### src/design/mlfq_pkg.sv
// mlfq_pkg: shared types, constants and table helpers for the mlfq scheduler
// used by mlfq_ram users and the mlfq_scheduler top level; no dependencies
package mlfq_pkg;

    localparam int MAX_JOBS = 16;
    localparam int LEVELS   = 4;
    localparam int ID_W     = $clog2(MAX_JOBS);
    localparam int LVL_W    = $clog2(LEVELS);
    localparam int CNT_W    = $clog2(MAX_JOBS + 1);
    localparam int QA_W     = LVL_W + ID_W;
    localparam int QDEPTH   = LEVELS * MAX_JOBS;
    localparam int TBL_W    = 16;

    localparam logic [2:0]  NUM_LEVELS_RST   = 3'd3;
    localparam logic [63:0] QUANTUM_RST      = 64'h000A_000A_000A_000A;
    localparam logic [63:0] ALLOT_RST        = 64'h0005_0005_0005_0005;
    localparam logic [15:0] BOOST_PERIOD_RST = 16'd100;

    typedef enum logic [1:0] {
        ST_RAN    = 2'd0,
        ST_IDLE   = 2'd1,
        ST_ADDED  = 2'd2,
        ST_REJECT = 2'd3
    } status_t;

    typedef enum logic [1:0] {
        REG_NUM_LEVELS = 2'd0,
        REG_QUANTUM    = 2'd1,
        REG_ALLOT      = 2'd2,
        REG_BOOST      = 2'd3
    } cfg_idx_t;

    typedef enum logic {
        REQ_ADD  = 1'b0,
        REQ_TICK = 1'b1
    } req_t;

    typedef enum logic [3:0] {
        S_IDLE,
        S_ADD,
        S_BQ_RD,
        S_BQ_WR,
        S_BJ_RD,
        S_BJ_WR,
        S_PICK,
        S_QRD,
        S_RUN,
        S_DONE
    } state_t;

    typedef struct packed {
        logic [15:0] ticks_left;
        logic [15:0] allot_left;
        logic [15:0] time_left;
        logic        started;
    } job_t;

    localparam int JOB_W = $bits(job_t);

    typedef struct packed {
        status_t     status;
        logic [3:0]  ran_job;
        logic [1:0]  ran_level;
        logic        job_finished;
        logic        first_run;
        logic        boosted;
        logic [31:0] tick_time;
    } res_t;

    function automatic logic [LVL_W-1:0] top_of(logic [2:0] n);
        logic [LVL_W-1:0] t;
        if (n == 3'd0)
            t = '0;
        else if (32'(n) > LEVELS)
            t = LVL_W'(LEVELS - 1);
        else
            t = LVL_W'(n - 3'd1);
        return t;
    endfunction

    // level uses table entry level mod 4
    function automatic logic [15:0] quantum_of(logic [63:0] tbl, logic [LVL_W-1:0] lvl);
        logic [15:0] q;
        logic [1:0]  s;
        s = 2'(lvl);
        q = tbl[{s, 4'b0000} +: TBL_W];
        return (q == 16'd0) ? 16'd1 : q;
    endfunction

    function automatic logic [15:0] allot_of(logic [63:0] tbl, logic [LVL_W-1:0] lvl);
        logic [1:0] s;
        s = 2'(lvl);
        return tbl[{s, 4'b0000} +: TBL_W];
    endfunction

endpackage

### src/design/mlfq_ram.sv
// mlfq_ram: generic simple dual-port ram, one write and one registered read port
// no package dependencies
module mlfq_ram #(
    parameter int WIDTH = 8,
    parameter int DEPTH = 16
) (
    input  logic                     clk,
    input  logic                     we,
    input  logic [$clog2(DEPTH)-1:0] waddr,
    input  logic [WIDTH-1:0]         wdata,
    input  logic [$clog2(DEPTH)-1:0] raddr,
    output logic [WIDTH-1:0]         rdata
);

    logic [WIDTH-1:0] mem [DEPTH];

    always_ff @(posedge clk)
    begin
        if (we)
            mem[waddr] <= wdata;
    end

    always_ff @(posedge clk)
    begin
        rdata <= mem[raddr];
    end

endmodule

### src/design/mlfq_scheduler.sv
// mlfq_scheduler: multi-level feedback queue scheduler top level
// uses mlfq_pkg and two mlfq_ram instances (job table and level queues)
//
//  channel | handshake              | payload
//  in      | in_valid / in_stall    | req_type, job_id, run_time
//  out     | out_valid / out_stall  | status, ran_job, ran_level, job_finished,
//          |                        | first_run, boosted, tick_time
//  cfg     | cfg_valid / cfg_ready  | cfg_index, cfg_data
//
// an add holds the block through idle, add and done, a plain tick through idle, pick,
// queue read, run and done (pick goes straight to done when every queue is empty); the
// result beat is raised at the edge that leaves done; a boosting tick first moves queued
// jobs level by level behind the top queue, then refreshes each live job slot by slot
// reset empties all queues through head/count flops; job table needs no clearing
// input is taken only in idle; a stalled result holds the next one in its done state
module mlfq_scheduler (
    input  logic        clk,
    input  logic        rst_n,
    input  logic        in_valid,
    output logic        in_stall,
    input  logic        req_type,
    input  logic [3:0]  job_id,
    input  logic [15:0] run_time,
    output logic        out_valid,
    input  logic        out_stall,
    output logic [1:0]  status,
    output logic [3:0]  ran_job,
    output logic [1:0]  ran_level,
    output logic        job_finished,
    output logic        first_run,
    output logic        boosted,
    output logic [31:0] tick_time,
    input  logic        cfg_valid,
    output logic        cfg_ready,
    input  logic [1:0]  cfg_index,
    input  logic [63:0] cfg_data
);

    localparam int IW = mlfq_pkg::ID_W;
    localparam int LW = mlfq_pkg::LVL_W;
    localparam int CW = mlfq_pkg::CNT_W;
    localparam int NL = mlfq_pkg::LEVELS;
    localparam int NJ = mlfq_pkg::MAX_JOBS;

    mlfq_pkg::state_t state_reg, state_next;

    logic [2:0]  num_levels_reg, num_levels_next;
    logic [63:0] quantum_reg, quantum_next;
    logic [63:0] allot_reg, allot_next;
    logic [15:0] period_reg, period_next;
    logic [15:0] cdn_reg, cdn_next;
    logic [31:0] tick_reg, tick_next;

    logic [NJ-1:0]   live_reg, live_next;
    logic [IW-1:0]   head_reg [NL];
    logic [IW-1:0]   head_next [NL];
    logic [CW-1:0]   cnt_reg [NL];
    logic [CW-1:0]   cnt_next [NL];

    logic            req_reg, req_next;
    logic [IW-1:0]   id_reg, id_next;
    logic [15:0]     rt_reg, rt_next;
    logic            boost_reg, boost_next;
    logic [LW:0]     bl_reg, bl_next;
    logic [IW:0]     bj_reg, bj_next;
    logic [LW-1:0]   lvl_reg, lvl_next;
    logic [IW-1:0]   job_reg, job_next;

    mlfq_pkg::res_t  res_reg, res_next;
    mlfq_pkg::res_t  out_reg, out_next;
    logic            out_valid_reg, out_valid_next;

    logic                 j_we;
    logic [IW-1:0]        j_waddr, j_raddr;
    mlfq_pkg::job_t       j_wdata, j_rdata;
    logic                 q_we;
    logic [LW+IW-1:0]     q_waddr, q_raddr;
    logic [IW-1:0]        q_wdata, q_rdata;

    logic [LW-1:0]   top;
    logic            any_q;
    logic [LW-1:0]   hi_lvl;
    logic [CW+LW-1:0] q_total;
    logic            in_acc, cfg_acc, out_free;

    mlfq_ram #(.WIDTH(mlfq_pkg::JOB_W), .DEPTH(NJ)) u_job_ram (
        .clk   (clk),
        .we    (j_we),
        .waddr (j_waddr),
        .wdata (j_wdata),
        .raddr (j_raddr),
        .rdata (j_rdata)
    );

    mlfq_ram #(.WIDTH(IW), .DEPTH(mlfq_pkg::QDEPTH)) u_queue_ram (
        .clk   (clk),
        .we    (q_we),
        .waddr (q_waddr),
        .wdata (q_wdata),
        .raddr (q_raddr),
        .rdata (q_rdata)
    );

    assign top       = mlfq_pkg::top_of(num_levels_reg);
    assign in_stall  = (state_reg != mlfq_pkg::S_IDLE);
    assign cfg_ready = (state_reg == mlfq_pkg::S_IDLE);
    assign in_acc    = in_valid && !in_stall;
    assign cfg_acc   = cfg_valid && cfg_ready;
    assign out_free  = !out_valid_reg || !out_stall;

    // highest non-empty level
    always_comb
    begin
        any_q  = 1'b0;
        hi_lvl = '0;
        q_total = '0;
        for (int l = 0; l < NL; l++)
        begin
            q_total = q_total + (CW+LW)'(cnt_reg[l]);
            if (cnt_reg[l] != '0)
            begin
                any_q  = 1'b1;
                hi_lvl = LW'(l);
            end
        end
    end

    always_comb
    begin
        state_next      = state_reg;
        num_levels_next = num_levels_reg;
        quantum_next    = quantum_reg;
        allot_next      = allot_reg;
        period_next     = period_reg;
        cdn_next        = cdn_reg;
        tick_next       = tick_reg;
        live_next       = live_reg;
        head_next       = head_reg;
        cnt_next        = cnt_reg;
        req_next        = req_reg;
        id_next         = id_reg;
        rt_next         = rt_reg;
        boost_next      = boost_reg;
        bl_next         = bl_reg;
        bj_next         = bj_reg;
        lvl_next        = lvl_reg;
        job_next        = job_reg;
        res_next        = res_reg;
        out_next        = out_reg;
        out_valid_next  = out_valid_reg && out_stall;
        j_we            = 1'b0;
        j_waddr         = '0;
        j_wdata         = j_rdata;
        j_raddr         = '0;
        q_we            = 1'b0;
        q_waddr         = '0;
        q_wdata         = '0;
        q_raddr         = '0;

        if (cfg_acc)
        begin
            unique case (mlfq_pkg::cfg_idx_t'(cfg_index))
                mlfq_pkg::REG_NUM_LEVELS: num_levels_next = cfg_data[2:0];
                mlfq_pkg::REG_QUANTUM:    quantum_next = cfg_data;
                mlfq_pkg::REG_ALLOT:      allot_next = cfg_data;
                mlfq_pkg::REG_BOOST:
                begin
                    period_next = cfg_data[15:0];
                    cdn_next    = cfg_data[15:0];
                end
            endcase
        end

        unique case (state_reg)
            mlfq_pkg::S_IDLE:
            begin
                if (in_acc)
                begin
                    req_next   = req_type;
                    id_next    = job_id;
                    rt_next    = run_time;
                    boost_next = 1'b0;
                    if (mlfq_pkg::req_t'(req_type) == mlfq_pkg::REQ_ADD)
                        state_next = mlfq_pkg::S_ADD;
                    else if (period_reg == 16'd0)
                        state_next = mlfq_pkg::S_PICK;
                    else if (cdn_reg == 16'd0)
                    begin
                        boost_next = 1'b1;
                        cdn_next   = period_reg - 16'd1;
                        bl_next    = '0;
                        state_next = mlfq_pkg::S_BQ_RD;
                    end
                    else
                    begin
                        cdn_next   = cdn_reg - 16'd1;
                        state_next = mlfq_pkg::S_PICK;
                    end
                end
            end

            mlfq_pkg::S_ADD:
            begin
                res_next.status       = live_reg[id_reg] ? mlfq_pkg::ST_REJECT
                                                         : mlfq_pkg::ST_ADDED;
                res_next.ran_job      = 4'(id_reg);
                res_next.ran_level    = 2'(top);
                res_next.job_finished = 1'b0;
                res_next.first_run    = 1'b0;
                res_next.boosted      = 1'b0;
                res_next.tick_time    = tick_reg;
                if (!live_reg[id_reg] && rt_reg != 16'd0)
                begin
                    j_we    = 1'b1;
                    j_waddr = id_reg;
                    j_wdata = '{ticks_left: mlfq_pkg::quantum_of(quantum_reg, top),
                                allot_left: mlfq_pkg::allot_of(allot_reg, top),
                                time_left:  rt_reg,
                                started:    1'b0};
                    live_next[id_reg] = 1'b1;
                    if (cnt_reg[top] < CW'(NJ))
                    begin
                        q_we          = 1'b1;
                        q_waddr       = {top, head_reg[top] + cnt_reg[top][IW-1:0]};
                        q_wdata       = id_reg;
                        cnt_next[top] = cnt_reg[top] + CW'(1);
                    end
                end
                state_next = mlfq_pkg::S_DONE;
            end

            // move queued jobs of every other level behind the top queue
            mlfq_pkg::S_BQ_RD:
            begin
                if (bl_reg == (LW+1)'(NL))
                begin
                    bj_next    = '0;
                    state_next = mlfq_pkg::S_BJ_RD;
                end
                else if (bl_reg[LW-1:0] == top || cnt_reg[bl_reg[LW-1:0]] == '0)
                    bl_next = bl_reg + (LW+1)'(1);
                else
                begin
                    q_raddr = {bl_reg[LW-1:0], head_reg[bl_reg[LW-1:0]]};
                    head_next[bl_reg[LW-1:0]] = head_reg[bl_reg[LW-1:0]] + IW'(1);
                    cnt_next[bl_reg[LW-1:0]]  = cnt_reg[bl_reg[LW-1:0]] - CW'(1);
                    state_next = mlfq_pkg::S_BQ_WR;
                end
            end

            mlfq_pkg::S_BQ_WR:
            begin
                if (cnt_reg[top] < CW'(NJ))
                begin
                    q_we          = 1'b1;
                    q_waddr       = {top, head_reg[top] + cnt_reg[top][IW-1:0]};
                    q_wdata       = q_rdata;
                    cnt_next[top] = cnt_reg[top] + CW'(1);
                end
                state_next = mlfq_pkg::S_BQ_RD;
            end

            // refresh quantum and allotment of every live job
            mlfq_pkg::S_BJ_RD:
            begin
                if (bj_reg == (IW+1)'(NJ))
                    state_next = mlfq_pkg::S_PICK;
                else if (live_reg[bj_reg[IW-1:0]])
                begin
                    j_raddr    = bj_reg[IW-1:0];
                    state_next = mlfq_pkg::S_BJ_WR;
                end
                else
                    bj_next = bj_reg + (IW+1)'(1);
            end

            mlfq_pkg::S_BJ_WR:
            begin
                j_we               = 1'b1;
                j_waddr            = bj_reg[IW-1:0];
                j_wdata            = j_rdata;
                j_wdata.ticks_left = mlfq_pkg::quantum_of(quantum_reg, top);
                j_wdata.allot_left = mlfq_pkg::allot_of(allot_reg, top);
                bj_next            = bj_reg + (IW+1)'(1);
                state_next         = mlfq_pkg::S_BJ_RD;
            end

            mlfq_pkg::S_PICK:
            begin
                if (!any_q)
                begin
                    res_next.status       = mlfq_pkg::ST_IDLE;
                    res_next.ran_job      = '0;
                    res_next.ran_level    = '0;
                    res_next.job_finished = 1'b0;
                    res_next.first_run    = 1'b0;
                    res_next.boosted      = boost_reg;
                    res_next.tick_time    = tick_reg;
                    tick_next             = tick_reg + 32'd1;
                    state_next            = mlfq_pkg::S_DONE;
                end
                else
                begin
                    lvl_next   = hi_lvl;
                    q_raddr    = {hi_lvl, head_reg[hi_lvl]};
                    state_next = mlfq_pkg::S_QRD;
                end
            end

            mlfq_pkg::S_QRD:
            begin
                job_next   = q_rdata;
                j_raddr    = q_rdata;
                state_next = mlfq_pkg::S_RUN;
            end

            mlfq_pkg::S_RUN:
            begin
                j_we               = 1'b1;
                j_waddr            = job_reg;
                j_wdata            = j_rdata;
                j_wdata.started    = 1'b1;
                j_wdata.time_left  = j_rdata.time_left - 16'd1;
                j_wdata.ticks_left = (j_rdata.ticks_left != 16'd0) ?
                                     j_rdata.ticks_left - 16'd1 : 16'd0;

                res_next.status       = mlfq_pkg::ST_RAN;
                res_next.ran_job      = 4'(job_reg);
                res_next.ran_level    = 2'(lvl_reg);
                res_next.job_finished = (j_wdata.time_left == 16'd0);
                res_next.first_run    = !j_rdata.started;
                res_next.boosted      = boost_reg;
                res_next.tick_time    = tick_reg;
                tick_next             = tick_reg + 32'd1;

                if (j_wdata.time_left == 16'd0)
                begin
                    head_next[lvl_reg] = head_reg[lvl_reg] + IW'(1);
                    cnt_next[lvl_reg]  = cnt_reg[lvl_reg] - CW'(1);
                    live_next[job_reg] = 1'b0;
                end
                else if (j_wdata.ticks_left == 16'd0)
                begin
                    head_next[lvl_reg] = head_reg[lvl_reg] + IW'(1);
                    if (lvl_reg != '0 && j_rdata.allot_left <= 16'd1)
                    begin
                        // demote one level
                        cnt_next[lvl_reg]  = cnt_reg[lvl_reg] - CW'(1);
                        j_wdata.ticks_left = mlfq_pkg::quantum_of(quantum_reg,
                                                                  lvl_reg - LW'(1));
                        j_wdata.allot_left = mlfq_pkg::allot_of(allot_reg,
                                                                lvl_reg - LW'(1));
                        if (cnt_reg[lvl_reg - LW'(1)] < CW'(NJ))
                        begin
                            q_we    = 1'b1;
                            q_waddr = {lvl_reg - LW'(1),
                                       head_reg[lvl_reg - LW'(1)] +
                                       cnt_reg[lvl_reg - LW'(1)][IW-1:0]};
                            q_wdata = job_reg;
                            cnt_next[lvl_reg - LW'(1)] = cnt_reg[lvl_reg - LW'(1)] + CW'(1);
                        end
                    end
                    else
                    begin
                        // back of the same queue, count unchanged
                        j_wdata.ticks_left = mlfq_pkg::quantum_of(quantum_reg, lvl_reg);
                        if (j_rdata.allot_left != 16'd0)
                            j_wdata.allot_left = j_rdata.allot_left - 16'd1;
                        q_we    = 1'b1;
                        q_waddr = {lvl_reg, head_reg[lvl_reg] + cnt_reg[lvl_reg][IW-1:0]};
                        q_wdata = job_reg;
                    end
                end
                state_next = mlfq_pkg::S_DONE;
            end

            mlfq_pkg::S_DONE:
            begin
                if (out_free)
                begin
                    out_valid_next = 1'b1;
                    out_next       = res_reg;
                    state_next     = mlfq_pkg::S_IDLE;
                end
            end

            default:
                state_next = mlfq_pkg::S_IDLE;
        endcase
    end

    always_ff @(posedge clk or negedge rst_n)
    begin
        if (!rst_n)
        begin
            state_reg      <= mlfq_pkg::S_IDLE;
            num_levels_reg <= mlfq_pkg::NUM_LEVELS_RST;
            quantum_reg    <= mlfq_pkg::QUANTUM_RST;
            allot_reg      <= mlfq_pkg::ALLOT_RST;
            period_reg     <= mlfq_pkg::BOOST_PERIOD_RST;
            cdn_reg        <= mlfq_pkg::BOOST_PERIOD_RST;
            tick_reg       <= '0;
            live_reg       <= '0;
            for (int l = 0; l < NL; l++)
            begin
                head_reg[l] <= '0;
                cnt_reg[l]  <= '0;
            end
            out_valid_reg  <= 1'b0;
        end
        else
        begin
            state_reg      <= state_next;
            num_levels_reg <= num_levels_next;
            quantum_reg    <= quantum_next;
            allot_reg      <= allot_next;
            period_reg     <= period_next;
            cdn_reg        <= cdn_next;
            tick_reg       <= tick_next;
            live_reg       <= live_next;
            head_reg       <= head_next;
            cnt_reg        <= cnt_next;
            out_valid_reg  <= out_valid_next;
        end
    end

    always_ff @(posedge clk)
    begin
        req_reg   <= req_next;
        id_reg    <= id_next;
        rt_reg    <= rt_next;
        boost_reg <= boost_next;
        bl_reg    <= bl_next;
        bj_reg    <= bj_next;
        lvl_reg   <= lvl_next;
        job_reg   <= job_next;
        res_reg   <= res_next;
        out_reg   <= out_next;
    end

    assign out_valid    = out_valid_reg;
    assign status       = out_reg.status;
    assign ran_job      = out_reg.ran_job;
    assign ran_level    = out_reg.ran_level;
    assign job_finished = out_reg.job_finished;
    assign first_run    = out_reg.first_run;
    assign boosted      = out_reg.boosted;
    assign tick_time    = out_reg.tick_time;

    // every live job sits in exactly one queue when idle
    a_queued_live: assert property (@(posedge clk) disable iff (!rst_n)
        (state_reg == mlfq_pkg::S_IDLE) |-> (32'(q_total) == $countones(live_reg)))
        else $error("queue occupancy differs from live job count");

    a_done_holds: assert property (@(posedge clk) disable iff (!rst_n)
        (state_reg == mlfq_pkg::S_DONE && !out_free) |=> (state_reg == mlfq_pkg::S_DONE))
        else $error("result dropped while output beat stalled");

    a_cfg_idle: assert property (@(posedge clk) disable iff (!rst_n)
        (cfg_valid && cfg_ready && !in_valid) |=> (state_reg == mlfq_pkg::S_IDLE))
        else $error("config write started work");

    a_tick_step: assert property (@(posedge clk) disable iff (!rst_n)
        (tick_reg != $past(tick_reg)) |-> (tick_reg == $past(tick_reg) + 32'd1))
        else $error("tick counter jumped");

    a_req_kind: assert property (@(posedge clk) disable iff (!rst_n)
        (state_reg == mlfq_pkg::S_ADD) |-> (req_reg == 1'b0))
        else $error("add path entered on a tick");

endmodule
### config.mk
export PLATFORM = sky130hd
export DESIGN_NAME = mlfq_scheduler
export DESIGN_NICKNAME = d
export VERILOG_FILES = /design/src/design/mlfq_pkg.sv /design/src/design/mlfq_ram.sv /design/src/design/mlfq_scheduler.sv
export SDC_FILE = /design/constraint.sdc
export NUM_CORES = 2
export LEC_CHECK = 0
export ABC_AREA = 1
export BUFFER_PORTS_ARGS = -buffer_cell sky130_fd_sc_hd__buf_2
export CAP_MARGIN = 20
export CORE_ASPECT_RATIO = 0.6
export CORE_UTILIZATION = 45
export CTS_BUF_LIST = sky130_fd_sc_hd__clkbuf_16
export CTS_CLUSTER_SIZE = 16
export DETAILED_ROUTE_END_ITERATION = 12
export GPL_TIMING_DRIVEN = 1
export SLEW_MARGIN = 20
export SYNTH_ARGS = -nofsm -noshare
export SYNTH_HDL_FRONTEND = slang
export SYNTH_SLANG_ARGS = --single-unit
export TNS_END_PERCENT = 20
### constraint.sdc
create_clock -name clk -period 7.7 [get_ports clk]
set_clock_uncertainty 0.1 [all_clocks]
set_input_delay 1.925 -clock clk [delete_from_list [all_inputs] [get_ports clk]]
set_output_delay 1.925 -clock clk [all_outputs]
set_load 0.1 [all_outputs]
==> summary.md <==
| Metric | Value |
|---|---|
| Status | complete, no violations |
| Die Ht | 304 um |
| Area delta synth->final | 11.2% |
| Mean Syn Cell Area | 9.80 um2 |
| Detailed Routing Iterations Pass 1 | 9 |
| Die Span X | 505 um |
| Multi-input gate area | 21100 um2 |
| Initial antenna violation count | 3 |
| Max frequency | 161 MHz |
| Fin util | 0.506 |
| Final TNS setup | 0 ns |
| CTS resizes | 0 |
| Cell with the largest stage delay on the worst path | clkinv_2 |
| Fin nets | 7141 |
| Via density | 5.64 |
| IO Pins | 138 |
| Biggest regs | u_job_ram.mem (784), u_queue_ram.mem (256) |
| I/O Buffers | 137 |
| DRC | 0 |
| Final WL | 209000 um |
| Clock Sinks | 1466 |
| Dpl ws | 2.05 ns |
| Site Rows | 110 |
| Distinct cells, synth | 57 |
| Lkg Pwr | 30.0 nW |
| Register with the most flip-flops | u_job_ram.mem |
| Max reg flops | 784 |
| Synthesized cell area | 68400 um2 |
| CP most frequent cell | nand3_1 |
| PnR worst setup slack | 1.47 ns |
| CTS tree | yes |
| Critical Path, Cell by Cell | clkinv_1 > ha_1 > nand2_1 > inv_1 > nor2_1 > nand4_1 > nand2_2 > buf_4 > clkinv_2 > nand3_1 > nand3_1 > nand3_1 > nand3_1 > nand3_1 > nand2_1 |
| Post-route ant nets | 0 |
| Worst-Skew Late Latency | 0.80 ns |
| Measured slew at the worst slew-check pin | 1.14 ns |
| PwrDens | 404 nW/um2 |
| Worst setup EP type | flip-flop |
| All-layer global routing usage | 0.268 |
| Critical Path Source Type | flip-flop |
| Async set-reset flop share out of synthesis | 0.172 |
| R2r startpoint | bl_reg[0]$_SDFFCE_PN0P_ |
| Final Setup Violations | 0 |
| Largest stage delay, worst path | 0.99 ns |
| Max-slew headroom | 0.234 |
| Root buffer cell | clkbuf_16 |
| Grt ovf | 0 |
| Storage cell area | 42300 um2 |
| HP Class | reg -> reg |
| Number of synthesized flops with an enable pin | 1161 |
| WP data arrival | 6.79 ns |
| Data required, critical path | 8.26 ns |
| Total power | 30.7 mW |
| Clk buf depth | 3 |
| Synth Flop Type | edfxtp_1 |
| Share of layout cells above drive strength 1 | 0.0807 |
| Synth warnings | 0 |
| Post-CTS setup buffers | 0 |
| Reg clk slew, reported paths | 0.06 ns |
| Initial Util | 0.455 |
| H-Tree Depth | 4 |
| RSZ-0062 raised after global routing | false |
| Commonest non-fill, non-tap cell in the layout | nand2_1 |
| Hold Startpoint | res_reg[1]$_DFFE_PP_ |
| Core area | 150000 um2 |
| Post-route minimum period | 6.23 ns |
| Syn Nets | 7112 |
| Via Count | 51583 |
| Fillers | 13721 |
| Tcrit/Tclk final | 0.809 |
| Post-Syn Instances | 6982 |
| Pins Over Slew Limit | 0 |
| Largest net degree at the start of global routing | 239 |
| Wire per inst | 22.9 um |
| First-pass GRT wire length | 309000 um |
| Most frequent cells in the layout | nand2_1 (1248), edfxtp_1 (1161), inv_1 (1046) |
| Hold-fix buffers at CTS | 0 |
| Crit path max fanout | 65 |
| Number of global-route vias before repair | 46699 |
| Synthesized flop and latch total | 1466 |
| Max-cap violations | 0 |
| Cts bufs inserted | 141 |
| Initial DRC count | 6206 |
| Seq/Total Area, Yosys | 0.618 |
| DP HPWL | 136000 um |
| Peak VDD IR | 0.000233 V |
| Setup crit start | bl_reg[0]$_SDFFCE_PN0P_ |
| Hold Fails Final Rpt | 0 |
| DIE AREA | 154000 um2 |
| Placer Congestion | 1.02 |
| Setup Crit Path Kind | reg -> reg |
-- synthesized netlist by cell type, types with 45 or more instances --
cell,n,area share
o211ai_1,237,0.026
o221ai_1,46,0.0059
edfxtp_1,1161,0.51
dfrtp_1,228,0.083
nand4_1,46,0.0042
a22oi_1,48,0.0053
nand3b_1,88,0.0097
dfxtp_1,53,0.016
nand3_1,765,0.056
a21oi_1,400,0.029
clkbuf_1,219,0.012
nor2_1,354,0.019
buf_1,45,0.0025
o21ai_0,585,0.043
buf_2,76,0.0056
nand2_1,1251,0.069
xor2_1,54,0.0069
inv_1,1025,0.056
o22ai_1,45,0.0041
-- per-layer routing --
layer	share of wire	vias to the layer above	GRT usage
met2	0.39	2358	0.353
met3	0.11	229	0.0781
met5	0	-	0
met4	0.014	0	0.0497
met1	0.48	24982	0.430
li1	-	24014	-
-- path summary, 6_finish.rpt --
| path | to | slack (ns) | depth (start not counted) |
|---|---|---|---|
| worst min register to register | tick_time[1]$_DFFE_PP_ | 0.31 | 0 |
| min in group asynchronous | period_reg[15]$_DFFE_PN0P_ | 0.99 | 1 |
| worst max-delay path | u_queue_ram.rdata[3]$_DFF_P_ | 1.47 | 15 |
| max in group asynchronous | allot_reg[53]$_DFFE_PN0P_ | 5.18 | 2 |
| worst max register to register | u_queue_ram.rdata[3]$_DFF_P_ | 1.47 | 15 |
| worst min-delay path | tick_time[1]$_DFFE_PP_ | 0.31 | 0 |
-- cell type report --
cell class	count	area share
sequential	1466	0.555
clock inverter	113	0.0137
timing repair buffer	244	0.0207
inverter	1035	0.0511
clock buffer	146	0.0480
antenna	3	0.0000987
multi-input combinational	4123	0.278
tap	2016	0.0332
-- worst max-delay path: cells and delay by family (launching register included) --
kind	cells	cell delay [ns]
adders and majority gates	1	0.63
and+or+nand+nor	10	1.85
buffers and inverters	4	2.47
DFF	1	0.95
-- report_power, final --
| part | switching [mW] | internal (mW) | leakage [nW] |
|---|---|---|---|
| Clock | 3.14 | 4.01 | 2.39 |
| Sequential | 1.06 | 11.5 | 14.2 |
| Combinational | 8.27 | 2.73 | 13.4 |
-- cells by family after synthesis --
group / Yosys count / synth area share
fa+ha+maj: 38 / 0.00728
compound gates: 1421 / 0.120
mux: 1 / 0.000165
buf+inv: 1393 / 0.0789
simple gates: 2588 / 0.166
flops: 1466 / 0.618
xor+xnor: 75 / 0.00960
-- stage by stage --
step                hold slack, ns  instances  cell area (um2)
finish                       0.313       9146            76100
global route                 0.324       9143            76100
CTS                          0.315       9138            76000
detailed placement           0.305       8879            71300
global placement             0.301       8874            71200
floorplan                    0.300       6982            68400
Note: power is estimated with default switching activity, not from simulation.
